File: src/hw/rtl/hhlv_pkg.sv
`default_nettype none

package hhlv_pkg;

  // Configuration port geometry.
  localparam int unsigned ApbAddrW = 4;
  localparam int unsigned ApbDataW = 32;
  localparam int unsigned LimitW   = 16;
  localparam int unsigned FieldW   = 16;

  // Register indexes (byte address is four times the index).
  localparam logic [1:0] RegMaxLine  = 2'd0;
  localparam logic [1:0] RegMaxName  = 2'd1;
  localparam logic [1:0] RegMaxValue = 2'd2;

  localparam logic [LimitW-1:0] MaxLineReset  = 16'd8192;
  localparam logic [LimitW-1:0] MaxNameReset  = 16'd256;
  localparam logic [LimitW-1:0] MaxValueReset = 16'd8192;

  // Characters of interest.
  localparam logic [7:0] ChColon = 8'h3a;
  localparam logic [7:0] ChCr    = 8'h0d;
  localparam logic [7:0] ChLf    = 8'h0a;
  localparam logic [7:0] ChSpace = 8'h20;
  localparam logic [7:0] ChTab   = 8'h09;
  localparam logic [7:0] ChVisLo = 8'h20;
  localparam logic [7:0] ChVisHi = 8'h7e;

  typedef enum logic [1:0] {
    StComplete   = 2'd0,
    StIncomplete = 2'd1,
    StInvalid    = 2'd2,
    StTooLarge   = 2'd3
  } status_e;

  typedef struct packed {
    logic [LimitW-1:0] max_line_bytes;
    logic [LimitW-1:0] max_name_bytes;
    logic [LimitW-1:0] max_value_bytes;
  } cfg_t;

  typedef struct packed {
    logic [7:0] line_byte;
    logic       byte_present;
    logic       span_end;
  } item_t;

  function automatic logic is_token(input logic [7:0] b);
    logic r;
    case (b) inside
      [8'h30:8'h39], [8'h41:8'h5a], [8'h61:8'h7a],
      8'h21, 8'h23, 8'h24, 8'h25, 8'h26, 8'h27, 8'h2a, 8'h2b,
      8'h2d, 8'h2e, 8'h5e, 8'h5f, 8'h60, 8'h7c, 8'h7e: r = 1'b1;
      default: r = 1'b0;
    endcase
    return r;
  endfunction

  function automatic logic is_blank(input logic [7:0] b);
    return (b == ChSpace) || (b == ChTab);
  endfunction

  function automatic logic is_value(input logic [7:0] b);
    return (b == ChTab) || ((b >= ChVisLo) && (b <= ChVisHi));
  endfunction

endpackage

`default_nettype wire

File: src/hw/rtl/hhlv_intf.sv
`default_nettype none

interface hhlv_in_if;
  logic       valid;
  logic       ready;
  logic [7:0] line_byte;
  logic       byte_present;
  logic       span_end;

  modport source (output valid, line_byte, byte_present, span_end, input ready);
  modport sink   (input valid, line_byte, byte_present, span_end, output ready);
endinterface

interface hhlv_out_if;
  logic        valid;
  logic        ready;
  logic [1:0]  status;
  logic [15:0] fault_offset;
  logic [15:0] name_size;
  logic [15:0] value_offset;
  logic [15:0] value_length;
  logic [15:0] line_used;

  modport source (output valid, status, fault_offset, name_size, value_offset,
                  value_length, line_used, input ready);
  modport sink   (input valid, status, fault_offset, name_size, value_offset,
                  value_length, line_used, output ready);
endinterface

`default_nettype wire

File: src/hw/rtl/hhlv_cfg.sv
`default_nettype none

// Limit registers behind the APB-style port.
module hhlv_cfg (
  input  wire logic                            clk_i,
  input  wire logic                            rst_ni,
  input  wire logic                            psel,
  input  wire logic                            penable,
  input  wire logic                            pwrite,
  input  wire logic [hhlv_pkg::ApbAddrW-1:0]   paddr,
  input  wire logic [hhlv_pkg::ApbDataW-1:0]   pwdata,
  output logic      [hhlv_pkg::ApbDataW-1:0]   prdata,
  output logic                                 pready,
  output hhlv_pkg::cfg_t                       cfg_o
);

  hhlv_pkg::cfg_t cfg_q;
  logic           wr_en;
  logic [1:0]     reg_idx;

  assign pready  = 1'b1;
  assign wr_en   = psel && penable && pwrite;
  assign reg_idx = paddr[3:2];
  assign cfg_o   = cfg_q;

  always_ff @(posedge clk_i or negedge rst_ni) begin
    if (!rst_ni) begin
      cfg_q.max_line_bytes  <= hhlv_pkg::MaxLineReset;
      cfg_q.max_name_bytes  <= hhlv_pkg::MaxNameReset;
      cfg_q.max_value_bytes <= hhlv_pkg::MaxValueReset;
    end else if (wr_en) begin
      unique case (reg_idx)
        hhlv_pkg::RegMaxLine:  cfg_q.max_line_bytes  <= pwdata[hhlv_pkg::LimitW-1:0];
        hhlv_pkg::RegMaxName:  cfg_q.max_name_bytes  <= pwdata[hhlv_pkg::LimitW-1:0];
        hhlv_pkg::RegMaxValue: cfg_q.max_value_bytes <= pwdata[hhlv_pkg::LimitW-1:0];
        default: ;
      endcase
    end
  end

  always_comb begin
    unique case (reg_idx)
      hhlv_pkg::RegMaxLine:  prdata = 32'(cfg_q.max_line_bytes);
      hhlv_pkg::RegMaxName:  prdata = 32'(cfg_q.max_name_bytes);
      hhlv_pkg::RegMaxValue: prdata = 32'(cfg_q.max_value_bytes);
      default:               prdata = '0;
    endcase
  end

endmodule

`default_nettype wire

File: src/hw/rtl/hhlv_in_stage.sv
`default_nettype none

// Input register. It refills in the same cycle that its item moves on.
module hhlv_in_stage (
  input  wire logic      clk_i,
  input  wire logic      rst_ni,
  hhlv_in_if.sink        in_i,
  input  wire logic      stall_i,
  output hhlv_pkg::item_t item_o,
  output logic           item_valid_o
);

  logic            valid_q;
  hhlv_pkg::item_t item_q;
  logic            load;

  assign load      = !valid_q || !stall_i;
  assign in_i.ready = load;
  assign item_o       = item_q;
  assign item_valid_o = valid_q;

  always_ff @(posedge clk_i or negedge rst_ni) begin
    if (!rst_ni) begin
      valid_q <= 1'b0;
      item_q  <= '0;
    end else if (load) begin
      valid_q             <= in_i.valid;
      item_q.line_byte    <= in_i.line_byte;
      item_q.byte_present <= in_i.byte_present;
      item_q.span_end     <= in_i.span_end;
    end
  end

endmodule

`default_nettype wire

File: src/hw/rtl/hhlv_core.sv
`default_nettype none

// Parse state machine, result register. One item per cycle unless stalled.
module hhlv_core #(
  parameter int unsigned OFFSET_BITS = 16
) (
  input  wire logic            clk_i,
  input  wire logic            rst_ni,
  input  wire hhlv_pkg::cfg_t  cfg_i,
  input  wire hhlv_pkg::item_t item_i,
  input  wire logic            item_valid_i,
  output logic                 stall_o,
  hhlv_out_if.source           out_o
);

  localparam int unsigned CmpW = (OFFSET_BITS > hhlv_pkg::LimitW) ?
                                 OFFSET_BITS : hhlv_pkg::LimitW;
  localparam int unsigned FW   = hhlv_pkg::FieldW;

  typedef logic [OFFSET_BITS-1:0] off_t;

  typedef enum logic [2:0] {
    PhName,
    PhOws,
    PhValue,
    PhLf,
    PhDiscard
  } phase_e;

  phase_e phase_q, phase_d;
  off_t   off_q, off_d;
  off_t   nlen_q, nlen_d;
  off_t   vbeg_q, vbeg_d;
  off_t   vstop_q, vstop_d;

  logic                  out_valid_q;
  hhlv_pkg::status_e     status_q, res_status;
  logic [FW-1:0]         err_q, nlen_out_q, voff_q, vlen_q, used_q;
  logic [FW-1:0]         res_err, res_nlen, res_voff, res_vlen, res_used;
  logic                  res_load;

  logic       take;
  logic [7:0] b;
  logic       fail, done;
  hhlv_pkg::status_e fail_st;
  off_t       vb_eff, off_next, span;

  assign stall_o = out_valid_q && !out_o.ready;
  assign take    = item_valid_i && !stall_o;
  assign b       = item_i.line_byte;

  always_comb begin
    phase_d    = phase_q;
    off_d      = off_q;
    nlen_d     = nlen_q;
    vbeg_d     = vbeg_q;
    vstop_d    = vstop_q;
    res_load   = 1'b0;
    res_status = hhlv_pkg::StComplete;
    res_err    = '0;
    res_nlen   = '0;
    res_voff   = '0;
    res_vlen   = '0;
    res_used   = '0;
    fail       = 1'b0;
    done       = 1'b0;
    fail_st    = hhlv_pkg::StInvalid;
    vb_eff     = vbeg_q;
    off_next   = off_q;
    span       = '0;

    if (take && (phase_q == PhDiscard)) begin
      if (item_i.span_end) begin
        phase_d = PhName;
        off_d   = '0;
        nlen_d  = '0;
        vbeg_d  = '0;
        vstop_d = '0;
      end
    end else if (take) begin
      if (item_i.byte_present) begin
        if (CmpW'(off_q) >= CmpW'(cfg_i.max_line_bytes)) begin
          fail    = 1'b1;
          fail_st = hhlv_pkg::StTooLarge;
        end else begin
          unique case (phase_q)
            PhName: begin
              if (b == hhlv_pkg::ChColon) begin
                if (off_q == '0) begin
                  fail = 1'b1;
                end else begin
                  nlen_d  = off_q;
                  phase_d = PhOws;
                end
              end else if (!hhlv_pkg::is_token(b)) begin
                fail = 1'b1;
              end else if (CmpW'(off_q) >= CmpW'(cfg_i.max_name_bytes)) begin
                fail    = 1'b1;
                fail_st = hhlv_pkg::StTooLarge;
              end
            end
            PhOws, PhValue: begin
              if (!((phase_q == PhOws) && hhlv_pkg::is_blank(b))) begin
                if (phase_q == PhOws) begin
                  // First value byte: the value span opens here.
                  vb_eff  = off_q;
                  vbeg_d  = off_q;
                  vstop_d = off_q;
                  phase_d = PhValue;
                end
                span = off_q - vb_eff;
                if (b == hhlv_pkg::ChCr) begin
                  phase_d = PhLf;
                end else if ((b == hhlv_pkg::ChLf) || !hhlv_pkg::is_value(b)) begin
                  fail = 1'b1;
                end else if (!hhlv_pkg::is_blank(b)) begin
                  if (CmpW'(span) >= CmpW'(cfg_i.max_value_bytes)) begin
                    fail    = 1'b1;
                    fail_st = hhlv_pkg::StTooLarge;
                  end else begin
                    vstop_d = off_q + off_t'(1);
                  end
                end
              end
            end
            PhLf: begin
              if (b == hhlv_pkg::ChLf) begin
                done = 1'b1;
              end else begin
                fail = 1'b1;
              end
            end
            default: fail = 1'b1;
          endcase
        end
        if (!fail && !done) begin
          off_next = off_q + off_t'(1);
        end
      end

      if (done || fail || item_i.span_end) begin
        res_load = 1'b1;
        phase_d  = PhName;
        off_d    = '0;
        nlen_d   = '0;
        vbeg_d   = '0;
        vstop_d  = '0;
        if (done) begin
          res_status = hhlv_pkg::StComplete;
          res_nlen   = FW'(nlen_q);
          res_voff   = FW'(vbeg_q);
          res_vlen   = FW'(off_t'(vstop_q - vbeg_q));
          res_used   = FW'(off_t'(off_q + off_t'(1)));
        end else if (fail) begin
          res_status = fail_st;
          res_err    = FW'(off_q);
          if (!item_i.span_end) begin
            phase_d = PhDiscard;
          end
        end else begin
          res_status = (CmpW'(off_next) >= CmpW'(cfg_i.max_line_bytes)) ?
                       hhlv_pkg::StTooLarge : hhlv_pkg::StIncomplete;
          res_err    = FW'(off_next);
        end
      end else begin
        off_d = off_next;
      end
    end
  end

  always_ff @(posedge clk_i or negedge rst_ni) begin
    if (!rst_ni) begin
      phase_q     <= PhName;
      off_q       <= '0;
      nlen_q      <= '0;
      vbeg_q      <= '0;
      vstop_q     <= '0;
      out_valid_q <= 1'b0;
      status_q    <= hhlv_pkg::StComplete;
      err_q       <= '0;
      nlen_out_q  <= '0;
      voff_q      <= '0;
      vlen_q      <= '0;
      used_q      <= '0;
    end else begin
      phase_q <= phase_d;
      off_q   <= off_d;
      nlen_q  <= nlen_d;
      vbeg_q  <= vbeg_d;
      vstop_q <= vstop_d;
      if (res_load) begin
        out_valid_q <= 1'b1;
        status_q    <= res_status;
        err_q       <= res_err;
        nlen_out_q  <= res_nlen;
        voff_q      <= res_voff;
        vlen_q      <= res_vlen;
        used_q      <= res_used;
      end else if (out_o.ready) begin
        out_valid_q <= 1'b0;
      end
    end
  end

  assign out_o.valid        = out_valid_q;
  assign out_o.status       = status_q;
  assign out_o.fault_offset = err_q;
  assign out_o.name_size    = nlen_out_q;
  assign out_o.value_offset = voff_q;
  assign out_o.value_length = vlen_q;
  assign out_o.line_used    = used_q;

  // A result never overwrites one that the sink has not taken.
  a_no_overwrite: assert property (@(posedge clk_i) disable iff (!rst_ni)
    stall_o |-> !res_load)
    else $error("result register overwritten while stalled");

  // Discarding bytes after an error produces no result.
  a_discard_silent: assert property (@(posedge clk_i) disable iff (!rst_ni)
    (take && (phase_q == PhDiscard)) |-> !res_load)
    else $error("result produced while discarding");

  // Every result restarts the line at offset zero.
  a_restart: assert property (@(posedge clk_i) disable iff (!rst_ni)
    res_load |=> (off_q == '0))
    else $error("offset not cleared after a result");

  // The discard phase is only entered through a restart.
  a_discard_off: assert property (@(posedge clk_i) disable iff (!rst_ni)
    (phase_q == PhDiscard) |-> (off_q == '0))
    else $error("discard phase with a nonzero offset");

  // Past the colon the recorded name is never empty.
  a_name_len: assert property (@(posedge clk_i) disable iff (!rst_ni)
    ((phase_q == PhOws) || (phase_q == PhValue) || (phase_q == PhLf)) |-> (nlen_q != '0))
    else $error("empty name recorded past the colon");

endmodule

`default_nettype wire

File: src/hw/rtl/http_header_line_validator.sv
`default_nettype none

// HTTP header field line checker. Each request on in_i carries one byte of a
// "name: value CRLF" line (or a bare end marker when byte_present is low),
// and span_end marks the last item the caller supplies. The block accepts one
// request every clock cycle while no result waits at a stalled sink. Each
// request is captured in the input register, and the parse step then turns
// it into a result that is loaded into the result register driving out_o.
// Throughput is set by that single parse step, which keeps all line state in
// registers and updates it once per byte. A result waiting at a stalled sink
// holds the input register, so the input register can take at most one more
// request before back-pressure reaches in_i. At most one result comes from
// each request: complete, incomplete, invalid or too large, with the byte
// offset of the failure. After an error the block drops requests up to and
// including the one that ends the span. The limits max_line_bytes,
// max_name_bytes and max_value_bytes sit at byte addresses 0, 4 and 8 of the
// APB-style port and should only be written while no line is in progress.
// Offsets count in OFFSET_BITS bits and wrap there; reported fields are the
// low 16 bits.
module http_header_line_validator #(
  parameter int unsigned OFFSET_BITS = 16
) (
  input  wire logic                           clk_i,
  input  wire logic                           rst_ni,
  hhlv_in_if.sink                             in_i,
  hhlv_out_if.source                          out_o,
  input  wire logic                           psel,
  input  wire logic                           penable,
  input  wire logic                           pwrite,
  input  wire logic [hhlv_pkg::ApbAddrW-1:0]  paddr,
  input  wire logic [hhlv_pkg::ApbDataW-1:0]  pwdata,
  output logic      [hhlv_pkg::ApbDataW-1:0]  prdata,
  output logic                                pready
);

  hhlv_pkg::cfg_t  cfg;
  hhlv_pkg::item_t item;
  logic            item_valid;
  logic            stall;

  // Limit registers.
  hhlv_cfg u_cfg (
    .clk_i   (clk_i),
    .rst_ni  (rst_ni),
    .psel    (psel),
    .penable (penable),
    .pwrite  (pwrite),
    .paddr   (paddr),
    .pwdata  (pwdata),
    .prdata  (prdata),
    .pready  (pready),
    .cfg_o   (cfg)
  );

  // Input register, refilled whenever its item moves into the parse step.
  hhlv_in_stage u_in_stage (
    .clk_i        (clk_i),
    .rst_ni       (rst_ni),
    .in_i         (in_i),
    .stall_i      (stall),
    .item_o       (item),
    .item_valid_o (item_valid)
  );

  // Parse step, line state and result register.
  hhlv_core #(
    .OFFSET_BITS (OFFSET_BITS)
  ) u_core (
    .clk_i        (clk_i),
    .rst_ni       (rst_ni),
    .cfg_i        (cfg),
    .item_i       (item),
    .item_valid_i (item_valid),
    .stall_o      (stall),
    .out_o        (out_o)
  );

endmodule

`default_nettype wire

File: src/flat_wrapper.sv
// flat-port wrapper written by rule: the top's interface ports become plain ports
module http_header_line_validator_flat 
#(
  parameter int unsigned OFFSET_BITS = 16
)
  (clk_i, rst_ni, psel, penable, pwrite, paddr, pwdata, prdata, pready, in_i_valid, in_i_line_byte, in_i_byte_present, in_i_span_end, in_i_ready, out_o_valid, out_o_status, out_o_fault_offset, out_o_name_size, out_o_value_offset, out_o_value_length, out_o_line_used, out_o_ready);
  hhlv_in_if in_i_i ();
  hhlv_out_if out_o_i ();
  input  wire logic clk_i;
  input  wire logic rst_ni;
  input  wire logic psel;
  input  wire logic penable;
  input  wire logic pwrite;
  input  wire logic [hhlv_pkg::ApbAddrW-1:0] paddr;
  input  wire logic [hhlv_pkg::ApbDataW-1:0] pwdata;
  output logic      [hhlv_pkg::ApbDataW-1:0] prdata;
  output logic pready;
  input wire logic [$bits(in_i_i.valid)-1:0] in_i_valid;
  input wire logic [$bits(in_i_i.line_byte)-1:0] in_i_line_byte;
  input wire logic [$bits(in_i_i.byte_present)-1:0] in_i_byte_present;
  input wire logic [$bits(in_i_i.span_end)-1:0] in_i_span_end;
  output wire logic [$bits(in_i_i.ready)-1:0] in_i_ready;
  output wire logic [$bits(out_o_i.valid)-1:0] out_o_valid;
  output wire logic [$bits(out_o_i.status)-1:0] out_o_status;
  output wire logic [$bits(out_o_i.fault_offset)-1:0] out_o_fault_offset;
  output wire logic [$bits(out_o_i.name_size)-1:0] out_o_name_size;
  output wire logic [$bits(out_o_i.value_offset)-1:0] out_o_value_offset;
  output wire logic [$bits(out_o_i.value_length)-1:0] out_o_value_length;
  output wire logic [$bits(out_o_i.line_used)-1:0] out_o_line_used;
  input wire logic [$bits(out_o_i.ready)-1:0] out_o_ready;
  assign in_i_i.valid = in_i_valid;
  assign in_i_i.line_byte = in_i_line_byte;
  assign in_i_i.byte_present = in_i_byte_present;
  assign in_i_i.span_end = in_i_span_end;
  assign in_i_ready = in_i_i.ready;
  assign out_o_valid = out_o_i.valid;
  assign out_o_status = out_o_i.status;
  assign out_o_fault_offset = out_o_i.fault_offset;
  assign out_o_name_size = out_o_i.name_size;
  assign out_o_value_offset = out_o_i.value_offset;
  assign out_o_value_length = out_o_i.value_length;
  assign out_o_line_used = out_o_i.line_used;
  assign out_o_i.ready = out_o_ready;
  http_header_line_validator #(.OFFSET_BITS(OFFSET_BITS)) u_core (.clk_i(clk_i), .rst_ni(rst_ni), .in_i(in_i_i), .out_o(out_o_i), .psel(psel), .penable(penable), .pwrite(pwrite), .paddr(paddr), .pwdata(pwdata), .prdata(prdata), .pready(pready));
endmodule
File: config.mk
export PLATFORM = sky130hd
export DESIGN_NAME = http_header_line_validator_flat
export DESIGN_NICKNAME = d
export VERILOG_FILES = /design/src/hw/rtl/hhlv_pkg.sv /design/src/hw/rtl/hhlv_intf.sv /design/src/hw/rtl/hhlv_cfg.sv /design/src/hw/rtl/hhlv_in_stage.sv /design/src/hw/rtl/hhlv_core.sv /design/src/hw/rtl/http_header_line_validator.sv /design/src/flat_wrapper.sv
export SDC_FILE = /design/constraint.sdc
export NUM_CORES = 1
export LEC_CHECK = 0
export BUFFER_PORTS_ARGS = -buffer_cell sky130_fd_sc_hd__buf_2
export CORE_ASPECT_RATIO = 2
export CORE_MARGIN = 4
export CORE_UTILIZATION = 55
export CTS_BUF_LIST = sky130_fd_sc_hd__clkbuf_8
export CTS_CLUSTER_DIAMETER = 80
export DETAILED_ROUTE_END_ITERATION = 12
export PLACE_DENSITY_LB_ADDON = 0.2
export SYNTH_ARGS = -nofsm -noshare
export SYNTH_HDL_FRONTEND = slang
export SYNTH_SLANG_ARGS = --single-unit
File: constraint.sdc
create_clock -name clk_i -period 6.7 [get_ports clk_i]
set_clock_uncertainty 0.05 [all_clocks]
set_input_delay 1.005 -clock clk_i [delete_from_list [all_inputs] [get_ports clk_i]]
set_output_delay 1.005 -clock clk_i [all_outputs]
set_load 0.02 [all_outputs]
==> impl_metrics.py <==
metrics = {
    "grt": {
        "grt_max_degree": 129,
        "grt_overflow": 0,
        "grt_pass1_vias": 11200,
        "grt_pass1_wl_mm": 59.7,
        "antenna_found_initial": 0,
        "grt_use_total": 0.294,
    },
    "drt": {
        "vias_per_cell": 6.03,
        "routed_wl_mm": 38.4,
        "ant_nets": 0,
        "vias": 11300,
        "wl_per_cell_um": 20.6,
        "drt_iter0_markers": 690,
        "dr.pass1.iters": 7,
        "drc": 0,
    },
    "setup_path": {
        "worstRegToRegCells": 31,
        "critPathBufInv": 3,
        "worstSetupEndpointType": "flip-flop",
        "critPathSlowestCell": "fa_2",
        "regToRegStartpoint": "u_core.u_core.phase_q[2]",
        "r2r_end": "u_core.u_core.out_o.status[1]",
        "path_common_cell": "ha_1",
        "max_stage_delay_ns": 0.37,
        "worstSetupStartpointType": "flip-flop",
        "crit_end": "u_core.u_core.out_o.status[1]",
        "rrSetupSlack_ns": 0.44,
        "timing.critical_path.depth": 31,
        "worstPathRequired_ns": 7.13,
        "critical_path.max_fanout": 8,
        "worstSetupPathType": "reg -> reg",
        "path_delay_family": "compound AO/OA/AOI/OAI gates",
        "startpoint": "u_core.u_core.phase_q[2]",
        "crit_arrival_ns": 6.70,
    },
    "timing": {
        "fmax_ghz": 0.160,
        "grt_setup_unrepaired": "false",
        "tightest_slew_ns": 1.07,
        "slew_violations": 0,
        "tns_ns": 0,
        "setup_violations": 0,
        "post-route-period-util": 0.935,
        "timing.hold.ws_ns": 0.410,
        "slew_headroom": 0.282,
        "hold_viol": 0,
        "setup_ws_ns": 0.435,
        "fin_crit_ns": 6.26,
    },
    "clock_network": {
        "cts_buffers": 30,
        "ctsHoldBuffers": 0,
        "clk_latency_ns": 0.60,
        "cts_tree": "yes",
        "clock_path_buffers": 3,
        "clk_pin_slew_worst_paths_ns": 0.07,
        "cts.sinks": 209,
        "cts_htree_levels": 1,
        "clock-root-buffer": "clkbuf_8",
    },
    "final_layout": {
        "area_growth_pct": 13.6,
        "layout-drive-gt1-share": 0.206,
        "fin_area_sq_um": 14800,
        "nNetsFinal": 1714,
        "nFillCells": 2048,
        "n_antenna_cell": 0,
    },
    "synth": {
        "synth_top_area_share": 0.396,
        "syn_inst": 1436,
        "syn-cell-area_sq_um": 13000,
        "ys_ff_latch": 209,
        "synth_cell_types": 80,
        "syn_avg_cell_area_sq_um": 9.08,
        "ys.flop_type": "dfrtp_1",
        "synth_top_area_cell": "dfrtp_1",
        "synth_area_leaders": "dfrtp_1 (40%), ha_1 (9.2%), nand2_1 (6.6%), o21ai_0 (3.3%), a21oi_1 (2.6%)",
        "synth-edff-count": 0,
        "yosysSeqAreaShare": 0.402,
        "yosys_warnings": 0,
        "synthArstFlopShare": 1.00,
    },
    "power": {
        "power_density_nw_per_um2": 307,
        "p_leak_nw": 7.21,
        "irDropWorstVdd_v": 0.000221,
        "fin_total_pwr_w": 0.00454,
    },
    "hold_path": {
        "holdPathStages": 2,
        "hp-class": "reg -> reg",
    },
    "place": {
        "portBuffers": 134,
        "dpl_cell_area_sq_um": 14000,
        "dp_hpwl_mm": 28.9,
        "place_ws_ns": 0.0536,
        "gp_congestion": 0.920,
    },
    "floorplanning": {
        "rows": 79,
        "pin_count": 170,
        "die_h_um": 226,
        "core-area_sq_um": 23300,
        "start_util": 0.559,
        "die_w_um": 117,
        "dieArea_sq_um": 26400,
    },
    "status": {
        "status": "complete, no violations",
    },
    "job": {
        "drv_cap": 0,
    },
}
[Yosys cell counts (10+ instances only)]
master / count
buf_2: 22
xor2_1: 22
xnor2_1: 30
mux2_2: 27
nand3_1: 47
o21ai_1: 27
ha_1: 96
nand2_1: 229
nand4_1: 10
a21o_1: 21
a21oi_1: 69
and3_1: 12
dfrtp_1: 206
a311oi_2: 12
o31ai_1: 46
mux2i_1: 17
o21ai_0: 85
clkbuf_1: 52
nand2b_1: 16
a22o_1: 23
nor2_1: 79
buf_4: 23
o22a_1: 13
inv_1: 85
nor3_1: 22
[final cells by class]
cell class / count / area [sq um] / area share
multi-input combinational: 1053 / 7160 / 0.484
sequential: 209 / 5230 / 0.354
timing repair buffer: 184 / 1070 / 0.0724
clock buffer: 37 / 509 / 0.0344
tap: 283 / 354 / 0.0239
inverter: 85 / 319 / 0.0216
clock inverter: 16 / 150 / 0.0101
[kinds of logic after synthesis]
kind of cell             Yosys count  synth area share
adder cells (fa/ha/maj)           98            0.0952
other                              2          0.000576
XOR/XNOR                          52            0.0349
AO/OA/AOI/OAI                    376             0.205
buffers and inverters            190            0.0658
multiplexers                      44            0.0364
AND/OR/NAND/NOR                  465             0.161
flip-flops                       209             0.402
[power by group]
| part | leakage, nW | total [W] | internal, W | switching, W |
|---|---|---|---|---|
| logic | 4.07 | 0.00189 | 0.000705 | 0.00119 |
| clock network | 0.369 | 0.00111 | 0.000613 | 0.000501 |
| registers | 2.77 | 0.00153 | 0.00141 | 0.000123 |
[timing repair]
item | in CTS | in global routing
setup buffers | 0 | 4
gates resized for setup | 0 | 32
endpoints found under the setup margin | 0 | 1
[registers in the layout, indices dropped and copies added (netlist names), 2 cells and up]
signal,flops
u_core.u_cfg.cfg_o,48
u_core.u_core.nlen_q,16
u_core.u_core.off_q,16
u_core.u_core.out_o.fault_offset,16
u_core.u_core.out_o.line_used,16
u_core.u_core.out_o.name_size,16
u_core.u_core.out_o.value_length,16
u_core.u_core.out_o.value_offset,16
u_core.u_core.vbeg_q,16
u_core.u_core.vstop_q,16
u_core.u_in_stage.item_o,10
u_core.u_core.phase_q,3
u_core.u_core.out_o.status,2
[metal layers]
layer  up-vias  track usage  wire (um)
met4         0        0.241       4020
met2       471        0.503      19400
met3       178       0.0370       2030
li1       5288            -          -
met5         -            0          0
met1      5317        0.313      13000
[through the flow]
stage	std cells	utilization
after global placement	1809	0.599
after floorplan	1451	-
after global routing	1867	0.635
after detailed placement	1809	0.599
after CTS	1862	0.627
final	1867	0.635
[how the worst min path moves through the flow]
stage / from / to
after floorplan: u_core.u_core.nlen_q[0] / u_core.u_core.nlen_q[0]
after global placement: u_core.u_core.out_o.name_size[13] / u_core.u_core.out_o.name_size[13]
after detailed placement: u_core.u_core.out_o.name_size[12] / u_core.u_core.out_o.name_size[12]
after CTS: u_core.u_core.out_o.name_size[12] / u_core.u_core.out_o.name_size[12]
after global routing: u_core.u_core.out_o.name_size[4] / u_core.u_core.out_o.name_size[4]
final: u_core.u_core.out_o.name_size[12] / u_core.u_core.out_o.name_size[12]
[placed cells by master, fill, tap and decap left out, drive strengths merged, types with 10 or more instances in the layout]
| cell | synthesis | routed |
|---|---|---|
| a2111oi | 11 | 11 |
| a211oi | 10 | 10 |
| a21o | 21 | 21 |
| a21oi | 69 | 69 |
| a22o | 23 | 23 |
| a311oi | 13 | 13 |
| and3 | 12 | 12 |
| buf | 53 | 183 |
| clkbuf | 52 | 38 |
| conb | 2 | 17 |
| dfrtp | 206 | 206 |
| ha | 96 | 96 |
| inv | 85 | 95 |
| mux2 | 27 | 27 |
| mux2i | 17 | 17 |
| nand2 | 230 | 230 |
| nand2b | 16 | 16 |
| nand3 | 48 | 49 |
| nand4 | 10 | 10 |
| nor2 | 82 | 82 |
| nor3 | 22 | 22 |
| o21ai | 112 | 112 |
| o22a | 13 | 13 |
| o31ai | 48 | 48 |
| xnor2 | 30 | 30 |
| xor2 | 22 | 22 |
[worst min-delay path, delay by kind of cell (launching register included)]
family        cells  cell delay [ns]
flops             1             0.34
simple gates      2             0.10
No activity file was read; power rests on OpenSTA's default activity.
